**src/design/lcbf_pkg.sv**
```systemverilog
// Package for the line command byte FIFO.
// Holds item structs, status codes, state type and shared constants.
// No dependencies.
package lcbf_pkg;

	localparam int DEPTH_DEF = 64;
	localparam int CNT_W     = 6;
	localparam logic [7:0] NEWLINE_BYTE = 8'h0a;

	localparam logic ACT_PUSH  = 1'b0;
	localparam logic ACT_FETCH = 1'b1;

	typedef enum logic [1:0] {
		ST_ACCEPTED = 2'd0,
		ST_FULL     = 2'd1,
		ST_NO_CMD   = 2'd2,
		ST_CMD_BYTE = 2'd3
	} status_t;

	typedef enum logic {
		S_IDLE,
		S_EMIT
	} state_t;

	typedef struct packed {
		logic       action;
		logic [7:0] data_in;
	} cmd_t;

	typedef struct packed {
		logic [7:0]       data_out;
		status_t          status;
		logic             last;
		logic [CNT_W-1:0] pending_lines;
		logic [CNT_W-1:0] fill_level;
	} rsp_t;

endpackage

```
**src/design/line_command_byte_fifo.sv**
```systemverilog
// Line command byte FIFO, top level. Uses lcbf_pkg and lcbf_mem.
// Push: the result is registered in the cycle after the item is taken.
// Fetch: first byte via the byte store read and result registers. One
// push, or one fetched byte, a cycle while the result side accepts.
// Reset (arst_n low, asynchronous): pointers, counts and state clear;
// byte store contents are left as they are.
module line_command_byte_fifo
	import lcbf_pkg::*;
#(
	parameter int DEPTH = DEPTH_DEF
) (
	input  logic clk,
	input  logic arst_n,
	input  logic cmd_valid,
	output logic cmd_ready,
	input  cmd_t cmd,
	output logic rsp_valid,
	input  logic rsp_ready,
	output rsp_t rsp
);

	localparam int AW = $clog2(DEPTH);
	localparam logic [CNT_W-1:0] FULL_LEVEL = CNT_W'(DEPTH - 1);
	localparam logic [AW-1:0]    LAST_SLOT  = AW'(DEPTH - 1);

	state_t           state_q, state_d;
	logic [AW-1:0]    wr_ptr_q, wr_ptr_d, rd_ptr_q, rd_ptr_d;
	logic [AW-1:0]    wr_next, rd_next;
	logic [CNT_W-1:0] fill_q, fill_d, line_q, line_d;
	logic             rsp_valid_q, load, slot_free, end_line, done;
	rsp_t             rsp_q, rsp_d;
	logic             mem_we, mem_re;
	logic [AW-1:0]    mem_raddr;
	logic [7:0]       mem_rdata;

	lcbf_mem #(.DEPTH(DEPTH), .AW(AW)) u_mem (
		.clk   (clk),
		.we    (mem_we),
		.waddr (wr_ptr_q),
		.wdata (cmd.data_in),
		.re    (mem_re),
		.raddr (mem_raddr),
		.rdata (mem_rdata)
	);

	assign wr_next   = (wr_ptr_q == LAST_SLOT) ? '0 : wr_ptr_q + AW'(1);
	assign rd_next   = (rd_ptr_q == LAST_SLOT) ? '0 : rd_ptr_q + AW'(1);
	assign slot_free = !rsp_valid_q || rsp_ready;
	assign end_line  = (mem_rdata == NEWLINE_BYTE);
	assign done      = end_line || (fill_q == CNT_W'(1));

	always_comb begin
		state_d   = state_q;
		wr_ptr_d  = wr_ptr_q;
		rd_ptr_d  = rd_ptr_q;
		fill_d    = fill_q;
		line_d    = line_q;
		mem_we    = 1'b0;
		mem_re    = 1'b0;
		mem_raddr = rd_ptr_q;
		load      = 1'b0;
		cmd_ready = 1'b0;
		rsp_d     = '0;
		unique case (state_q)
			S_IDLE: begin
				cmd_ready = slot_free;
				if (cmd_valid && slot_free) begin
					if (cmd.action == ACT_PUSH) begin
						load       = 1'b1;
						rsp_d.last = 1'b1;
						if (fill_q == FULL_LEVEL) begin
							rsp_d.status = ST_FULL;
						end else begin
							rsp_d.status = ST_ACCEPTED;
							mem_we       = 1'b1;
							wr_ptr_d     = wr_next;
							fill_d       = fill_q + CNT_W'(1);
							if (cmd.data_in == NEWLINE_BYTE) begin
								line_d = line_q + CNT_W'(1);
							end
						end
					end else if (line_q == '0 || fill_q == '0) begin
						load         = 1'b1;
						rsp_d.last   = 1'b1;
						rsp_d.status = ST_NO_CMD;
					end else begin
						mem_re  = 1'b1;
						state_d = S_EMIT;
					end
				end
			end
			S_EMIT: begin
				if (slot_free) begin
					load     = 1'b1;
					rd_ptr_d = rd_next;
					fill_d   = fill_q - CNT_W'(1);
					if (end_line) begin
						line_d = line_q - CNT_W'(1);
					end else if (fill_q == CNT_W'(1)) begin
						line_d = '0;
					end
					rsp_d.data_out = mem_rdata;
					rsp_d.status   = ST_CMD_BYTE;
					rsp_d.last     = done;
					if (done) begin
						state_d = S_IDLE;
					end else begin
						mem_re    = 1'b1;
						mem_raddr = rd_next;
					end
				end
			end
			default: begin
				state_d = S_IDLE;
			end
		endcase
		rsp_d.pending_lines = line_d;
		rsp_d.fill_level    = fill_d;
	end

	always_ff @(posedge clk or negedge arst_n) begin
		if (!arst_n) begin
			state_q     <= S_IDLE;
			wr_ptr_q    <= '0;
			rd_ptr_q    <= '0;
			fill_q      <= '0;
			line_q      <= '0;
			rsp_valid_q <= 1'b0;
		end else begin
			state_q  <= state_d;
			wr_ptr_q <= wr_ptr_d;
			rd_ptr_q <= rd_ptr_d;
			fill_q   <= fill_d;
			line_q   <= line_d;
			if (load) begin
				rsp_valid_q <= 1'b1;
			end else if (rsp_ready) begin
				rsp_valid_q <= 1'b0;
			end
		end
	end

	always_ff @(posedge clk) begin
		if (load) begin
			rsp_q <= rsp_d;
		end
	end

	assign rsp_valid = rsp_valid_q;
	assign rsp       = rsp_q;

	a_no_take_while_emit: assert property (@(posedge clk) disable iff (!arst_n)
		(state_q == S_EMIT) |-> !cmd_ready)
		else $error("command taken during line emission");

	a_fill_bound: assert property (@(posedge clk) disable iff (!arst_n)
		fill_q <= FULL_LEVEL)
		else $error("fill level beyond capacity");

	a_lines_le_fill: assert property (@(posedge clk) disable iff (!arst_n)
		line_q <= fill_q)
		else $error("more lines counted than bytes stored");

	a_not_last_is_byte: assert property (@(posedge clk) disable iff (!arst_n)
		(rsp_valid && !rsp.last) |-> (rsp.status == ST_CMD_BYTE && state_q == S_EMIT))
		else $error("non-final result outside a fetch");

endmodule

```
**src/design/lcbf_mem.sv**
```systemverilog
// Byte store of the line command byte FIFO.
// One write port, one read port with a registered read that holds when idle.
// No package dependencies.
module lcbf_mem #(
	parameter int DEPTH = 64,
	parameter int AW    = $clog2(DEPTH)
) (
	input  logic          clk,
	input  logic          we,
	input  logic [AW-1:0] waddr,
	input  logic [7:0]    wdata,
	input  logic          re,
	input  logic [AW-1:0] raddr,
	output logic [7:0]    rdata
);

	logic [7:0] mem_q [DEPTH];
	logic [7:0] rdata_q;

	always_ff @(posedge clk) begin
		if (we) begin
			mem_q[waddr] <= wdata;
		end
	end

	always_ff @(posedge clk) begin
		if (re) begin
			rdata_q <= mem_q[raddr];
		end
	end

	assign rdata = rdata_q;

endmodule

```
**config.mk**
```make
export PLATFORM = sky130hd
export DESIGN_NAME = line_command_byte_fifo
export DESIGN_NICKNAME = d
export VERILOG_FILES = /design/src/design/lcbf_pkg.sv /design/src/design/line_command_byte_fifo.sv /design/src/design/lcbf_mem.sv
export SDC_FILE = /design/constraint.sdc
export NUM_CORES = 1
export LEC_CHECK = 0
export ABC_AREA = 1
export ABC_CLOCK_PERIOD_IN_PS = 3450
export BUFFER_PORTS_ARGS = -buffer_cell sky130_fd_sc_hd__buf_2
export CAP_MARGIN = 20
export CORE_MARGIN = 5
export CORE_UTILIZATION = 50
export CTS_CLUSTER_SIZE = 40
export DETAILED_ROUTE_END_ITERATION = 7
export PLACE_DENSITY = 0.66
export SYNTH_ARGS = -nofsm -noshare
export SYNTH_HDL_FRONTEND = slang
export SYNTH_SLANG_ARGS = --single-unit
```
**constraint.sdc**
```tcl
create_clock -name clk -period 3.45 [get_ports clk]
set_clock_uncertainty 0.2 [all_clocks]
set_input_delay 0.345 -clock clk [delete_from_list [all_inputs] [get_ports clk]]
set_output_delay 0.345 -clock clk [all_outputs]
set_load 0.02 [all_outputs]
```
==> metrics.cfg, run 1 <==
[run_status]
status = finished clean

[synth]
synth_cells = 2368
yosysTopAreaCellShare = 0.6383
ys_types = 37
synthTopCellsByArea = edfxtp_1 (64%), nand3_1 (11%), nand2_1 (5.6%), nand3b_1 (5.4%), inv_1 (4.7%)
syn_nets = 2388
seq_area_frac_synth = 0.6638
syn_area_per_cell_um2 = 10.79
syn_area_um2 = 25540
synth_top_cell_by_area = edfxtp_1
yosysWarnings = 0
synth-seq-cells = 569

[power_and_ir_drop]
pwr_density_cell_nw_per_um2 = 885.3
power.net_switching_mw = 10.70
p_clk_frac = 0.239
swShare = 0.4163
combPwrFrac = 0.438
fin_total_pwr_mw = 25.71
ir_worst_vdd_uv = 735.4
leakage_nw = 11.46
cell_internal_pwr_mw = 15.00
p_seq_frac = 0.323

[grt]
grtUsageMet2 = 0.3677
grt_use_met1 = 0.3252
grtUsageTotal = 0.2299
antenna_found_initial = 0
grt_remaining_overflow = 0
busiest_layer = met2
grt_pass1_wl_um = 100400
grt_max_degree = 97
grt.met3_usage = 0.03750
grt_pass1_vias = 17100

[sta]
worst_slew_pin_slew_ns = 0.9081
drv_slew = 0
min_period_ns = 3.322
finalWorstSetupSlack_ns = 0.1284
setup_viol_count_final = 0
max_freq_mhz = 301.1
totalNegativeSetupSlack_ns = 0
fin_crit_sh = 0.9628
rsz0062_at_grt = no
slew_headroom = 0.3946
hold_violations = 0
timing.hold.ws_ns = 0.09105

[critical_path]
slowest_delay_ns = 0.45
path_max_fanout = 40
crit_required_ns = 3.61
crit_top_cell = nand3_1
r2r_slack_ns = 0.13
critPathTopFamily = simple AND/OR/NAND/NOR gates
endpoint_kind = flip-flop
path_buf_inv = 3
crit_chain = inv_1, ha_1, nand3_1, nand3_2, inv_2, nand2_1, o21ai_4, clkbuf_8, nand3_1, nand3_1, nand3_1, nand3_1, nand2_1
timing_worst_setup_path_type = reg -> reg
start_kind = flip-flop
worstPathArrival_ns = 3.48
cp_slowest_cell = dfrtp_1

[routing]
wl_per_cell_um = 20.81
finalWirelength_um = 66100
via_count = 17900
drtIter0Drc = 1897
firstDrtPassIters = 6
drc = 0
drtAntennaViolNets = 0
vias_per_cell = 5.635

[layout]
final_cells = 3176
utilization = 0.5764
area_growth_pct = 13.66
stdcell_area_um2 = 29030
n_fill_cell = 4138
antenna_cells = 0
nets = 2477
drive_above_1_share = 0.1058

[die]
die_h_um = 236.0
dieArea_um2 = 55710
row_count = 82
initial_core_util = 0.5071
die_w_um = 236.0
core_area_um2 = 50380
ios = 38

[clock_tree]
clkSinkCount = 569
htreeDepth = 2
clockBufferDepth = 3
clk-insertion-delay-late_ns = 0.62
cts_tree = yes
cts_made_buffers = 58
cts.clk_slew.worst_paths_ns = 0.06
root_buffer = clkbuf_16

[placed_design]
place.port_buffers = 37
hpwl_um = 38500
pre_cts_ws_ns = 0.04825
dp.cells = 3060
place_area_um2 = 27040
gp_congestion = 0.8905

[hold_path]
min_path_type = in -> async

[run]
max-cap-violations = 0

-- power by group through the flow --
stage          clock network (mW)  registers (mW)  logic, mW
4_1_cts                      6.22            8.30       11.0
3_3_place_gp                    0            8.43       10.8
2_1_floorplan                   0            8.54       7.22
6_report                     6.13            8.30       11.3
5_1_grt                      6.53            8.34       12.2
3_5_place_dp                    0            8.44       10.9
-- cell type report --
type / instances / area [um^2] / share of cell area
flip-flops and latches: 569 / 16960 / 0.5840
multi-input cells: 1333 / 6784 / 0.2337
clock buffers: 76 / 1583 / 0.05451
repair buffers: 166 / 1364 / 0.04697
inverters: 329 / 1235 / 0.04253
well taps: 672 / 840.8 / 0.02896
clock inverters: 31 / 271.5 / 0.009351
-- routing by layer --
layer	wire length [um]	up-vias
met5	0	-
met4	1858	0
li1	-	8299
met3	5774	112
met2	31080	809
met1	27390	8676
-- placed cells by master, fill, tap and decap left out, types with 2 or more instances in the layout --
cell type / Yosys / layout
a21oi_1: 10 / 10
a31oi_1: 4 / 4
buf_12: 0 / 12
buf_2: 116 / 37
buf_4: 2 / 108
bufinv_16: 0 / 5
clkbuf_1: 15 / 15
clkbuf_16: 0 / 62
clkinv_1: 1 / 13
clkinv_2: 0 / 12
dfrtp_1: 26 / 26
dlygate4sd3_1: 0 / 5
edfxtp_1: 543 / 543
ha_1: 7 / 7
inv_1: 323 / 323
inv_2: 5 / 5
nand2_1: 378 / 375
nand2_2: 3 / 2
nand2_8: 0 / 4
nand3_1: 569 / 569
nand3b_1: 184 / 184
nand4_1: 6 / 6
nor2_1: 113 / 111
nor2_2: 2 / 4
nor2_4: 2 / 2
nor3_1: 9 / 9
o211ai_1: 3 / 3
o21ai_0: 19 / 19
o21ai_4: 0 / 2
o221ai_1: 2 / 2
or2_2: 2 / 2
xor2_1: 7 / 7
-- final timing paths --
check	depth (start not counted)	start	end
setup reg to reg	13	fill_q[1]	u_mem.rdata[1]
max in group asynchronous	2	arst_n	wr_ptr_q[3]
hold reg to reg	2	rd_ptr_q[3]	rd_ptr_q[3]
setup / recovery	13	fill_q[1]	u_mem.rdata[1]
min in group clk	2	cmd[4]	u_mem.mem_q[39][4]
hold / removal	2	arst_n	fill_q[2]
-- synth_stat cells --
| cell | instances |
|---|---|
| a32o_1 | 1 |
| a22oi_1 | 1 |
| nand3_2 | 1 |
| nor2_1 | 113 |
| nor2_8 | 1 |
| o22ai_1 | 1 |
| a221oi_1 | 1 |
| buf_1 | 5 |
| inv_1 | 323 |
| o221ai_1 | 2 |
| buf_2 | 116 |
| a31oi_1 | 4 |
| o21a_1 | 1 |
| nor2_2 | 2 |
| clkbuf_1 | 15 |
| xor2_1 | 7 |
| o21bai_1 | 1 |
| nor4_1 | 1 |
| clkinv_1 | 1 |
| or2_2 | 2 |
| xnor2_1 | 1 |
| o21ai_0 | 19 |
| nor2_4 | 2 |
| inv_2 | 5 |
| nand4_1 | 6 |
| nand2_1 | 378 |
| nor3_1 | 9 |
| o211ai_1 | 3 |
| ha_1 | 7 |
| nand3b_1 | 184 |
| nand3_1 | 569 |
| edfxtp_1 | 543 |
| buf_4 | 2 |
| o21ai_1 | 2 |
| dfrtp_1 | 26 |
| nand2_2 | 3 |
| a21oi_1 | 10 |
-- cells by family (layout without fill, tap and decap cells) --
family / after synthesis / after routing / synth area share
simple gates: 1271 / 1272 / 0.2450
xor+xnor: 8 / 8 / 0.002743
flops: 569 / 569 / 0.6638
fa+ha+maj: 7 / 7 / 0.003429
buf+inv: 467 / 602 / 0.07460
compound gates: 46 / 46 / 0.01048
-- sequential cells by signal, summed over array words and instances (netlist names) --
| register | flops |
|---|---|
| fill_q | 6 |
| line_q | 6 |
| rd_ptr_q | 6 |
| rsp | 23 |
| rsp_valid | 1 |
| state_q | 1 |
| u_mem.mem_q | 512 |
| u_mem.rdata | 8 |
| wr_ptr_q | 6 |
-- worst reg2reg max path, delay by kind of cell, from the launching register on --
family / cells / cell delay (ns)
AO/OA/AOI/OAI: 1 / 0.11
adder cells (fa/ha/maj): 1 / 0.20
AND/OR/NAND/NOR: 8 / 1.41
buffers and inverters: 3 / 0.72
flip-flops: 1 / 0.45
-- what timing repair did --
item,in CTS,in global routing
resized for setup,0,9
setup endpoints to repair,0,8
buffers inserted,0,2
hold buffers,5,0
hold endpoints to repair,32,0
Power figures use the tool's default switching activity.
==> run 2, diff against run 1 <==
--- a/config.mk
+++ b/config.mk
@@ -14,6 +14,8 @@
 export CTS_CLUSTER_SIZE = 40
 export DETAILED_ROUTE_END_ITERATION = 7
 export PLACE_DENSITY = 0.66
+export REMOVE_ABC_BUFFERS = 1
+export SLEW_MARGIN = 20
 export SYNTH_ARGS = -nofsm -noshare
 export SYNTH_HDL_FRONTEND = slang
 export SYNTH_SLANG_ARGS = --single-unit
==> metrics.cfg, run 2 (synthesized netlist as in run 1, its figures left out) <==
[clock_tree]
clockBufferDepth = 3  ; unchanged
cts_tree = yes
cts_made_buffers = 58  ; unchanged
clkSinkCount = 569  ; unchanged
cts.clk_slew.worst_paths_ns = 0.06  ; about the same
htreeDepth = 2  ; unchanged
root_buffer = clkbuf_16
clk-insertion-delay-late_ns = 0.62  ; about the same
cts_setup_buffers = 0  ; unchanged

[placed_design]
place.port_buffers = 37  ; unchanged
hpwl_um = 38530  ; about the same
gp_congestion = 0.8621  ; -3.2%
pre_cts_ws_ns = 0.05115  ; +0.002894 ns
place_area_um2 = 27100  ; +0.22%

[layout]
layout_common_cells = nand3_1 (569), edfxtp_1 (543), nand2_1 (377), inv_1 (323), nand3b_1 (184)
final_common_cell = nand3_1
utilization = 0.5760  ; about the same
nets = 2472  ; -0.20%
stdcell_area_um2 = 29020  ; about the same
regMostFlops = u_mem.mem_q
area_growth_pct = 13.60  ; about the same
antenna_cells = 0  ; unchanged
largest_register_ffs = 512  ; unchanged
drive_above_1_share = 0.1049  ; -0.0009048

[grt]
grtUsageTotal = 0.2289  ; -0.0009938
antenna_found_initial = 0  ; unchanged
grt_pass1_vias = 16980  ; -0.71%
grt_pass1_wl_um = 99680  ; -0.71%
grt_max_degree = 128  ; +32%
grt_remaining_overflow = 0  ; unchanged

[sta]
setup_viol_count_final = 7  ; +7
fin_crit_sh = 1.001  ; +0.03859
worst_slew_pin_slew_ns = 0.9000  ; -0.008088 ns
slew_headroom = 0.4000  ; +0.005392
min_period_ns = 3.455  ; +0.1331 ns
hold_violations = 0  ; unchanged
finalWorstSetupSlack_ns = -0.004703  ; -0.1331 ns
totalNegativeSetupSlack_ns = -0.01965  ; -0.01965 ns
drv_slew = 0  ; unchanged
rsz0062_at_grt = yes
max_freq_mhz = 289.5  ; -3.9%

[die]
core_area_um2 = 50380  ; unchanged
die_w_um = 236.0  ; unchanged
dieArea_um2 = 55710  ; unchanged
initial_core_util = 0.5071  ; unchanged
row_count = 82  ; unchanged
die_h_um = 236.0  ; unchanged
ios = 38  ; unchanged

[run_status]
status = finished with violations
violations = setup timing

[routing]
wl_per_cell_um = 20.57  ; -1.2%
drc = 0  ; unchanged
drtAntennaViolNets = 0  ; unchanged
vias_per_cell = 5.601  ; -0.59%
drtIter0Drc = 1910  ; +0.69%
finalWirelength_um = 65200  ; -1.4%
firstDrtPassIters = 6  ; unchanged
via_count = 17750  ; -0.81%

[power_and_ir_drop]
pwr_density_cell_nw_per_um2 = 882.1  ; -0.37%
ir_worst_vdd_uv = 706.3  ; -4.0%
leakage_nw = 11.43  ; -0.29%

[critical_path]
regToRegStartpoint = fill_q[0]
start_kind = flip-flop
endpoint_kind = flip-flop
crit_required_ns = 3.49  ; -0.12 ns
timing_worst_setup_path_type = reg -> reg
worstPathArrival_ns = 3.49  ; about the same
critPathLaunch = fill_q[0]
path_max_fanout = 11  ; -73%

[run]
max-cap-violations = 0  ; unchanged

[hold_path]
min-delay-start = cmd[4]
min_path_type = in -> reg

run 2: cell count changes in the layout (fill, tap and decap cells not counted), sizes merged, moves of 2 or more:
cell	change
clkbuf	-2
clkinv	-2
clkinvlp	+2
buf	-3
run 2: what timing repair did:
| item | CTS | global route |
|---|---|---|
| hold buffers | 6 | 0 |
| gates resized for setup | 0 | 6 |
| setup endpoints to repair | 0 | 48 |
| endpoints found under the hold margin | 40 | 0 |
run 2: cell type report:
cell class	count	area, um^2
Clock buffer	76	1593
Clock inverter	29	245.2
Fill cell	4172	21360
Inverter	329	1235
Multi-Input combinational cell	1332	6771
Sequential cell	569	16960
Tap cell	672	840.8
Timing Repair Buffer	162	1376
run 2: critical path: stages (launching register included):
cell	delay, ns
dfrtp_1	0.38
buf_4	0.16
ha_1	0.21
nand3_1	0.10
nor3_1	0.10
nor2_1	0.25
inv_1	0.11
nor2_2	0.27
buf_4	0.24
nand2_1	0.33
nor2_1	0.71
run 2: worst paths after layout:
check / to / slack [ns] / depth (start not counted)
max: u_mem.mem_q[59][5] / -0.005 / 10
min: u_mem.mem_q[44][4] / 0.04 / 2
max reg2reg: u_mem.mem_q[59][5] / -0.005 / 10
max in group asynchronous: rd_ptr_q[5] / 2.51 / 2
min in group asynchronous: rsp_valid / 0.11 / 2
min reg2reg: rd_ptr_q[3] / 0.34 / 2
run 2: where the power goes:
| group | internal (mW) | leakage [nW] | switching [mW] | total (mW) |
|---|---|---|---|---|
| clock | 3.53 | 0.898 | 2.57 | 6.09 |
| combinational | 3.48 | 5.30 | 7.74 | 11.2 |
| sequential | 8.05 | 5.23 | 0.243 | 8.29 |
| total | 15.0 | 11.4 | 10.5 | 25.6 |
run 2: through the flow:
stage,power [mW],cells,hold slack (ns)
CTS,25.59,3169,0.03537
global route,27.00,3169,0.04552
floorplan,15.18,2230,-0.1506
detailed placement,19.49,3058,0.2099
global placement,19.40,3058,0.2113
finish,25.60,3169,0.03949
run 2: per-layer routing:
metal / vias to the layer above / wire length (um) / part of all wire / global-route usage
li1: 8292 / - / - / -
met1: 8525 / 27100 / 0.42 / 0.3193
met2: 784 / 30240 / 0.46 / 0.3595
met3: 150 / 5030 / 0.077 / 0.03422
met4: 0 / 2823 / 0.043 / 0.1033
met5: - / 0 / 0 / 0
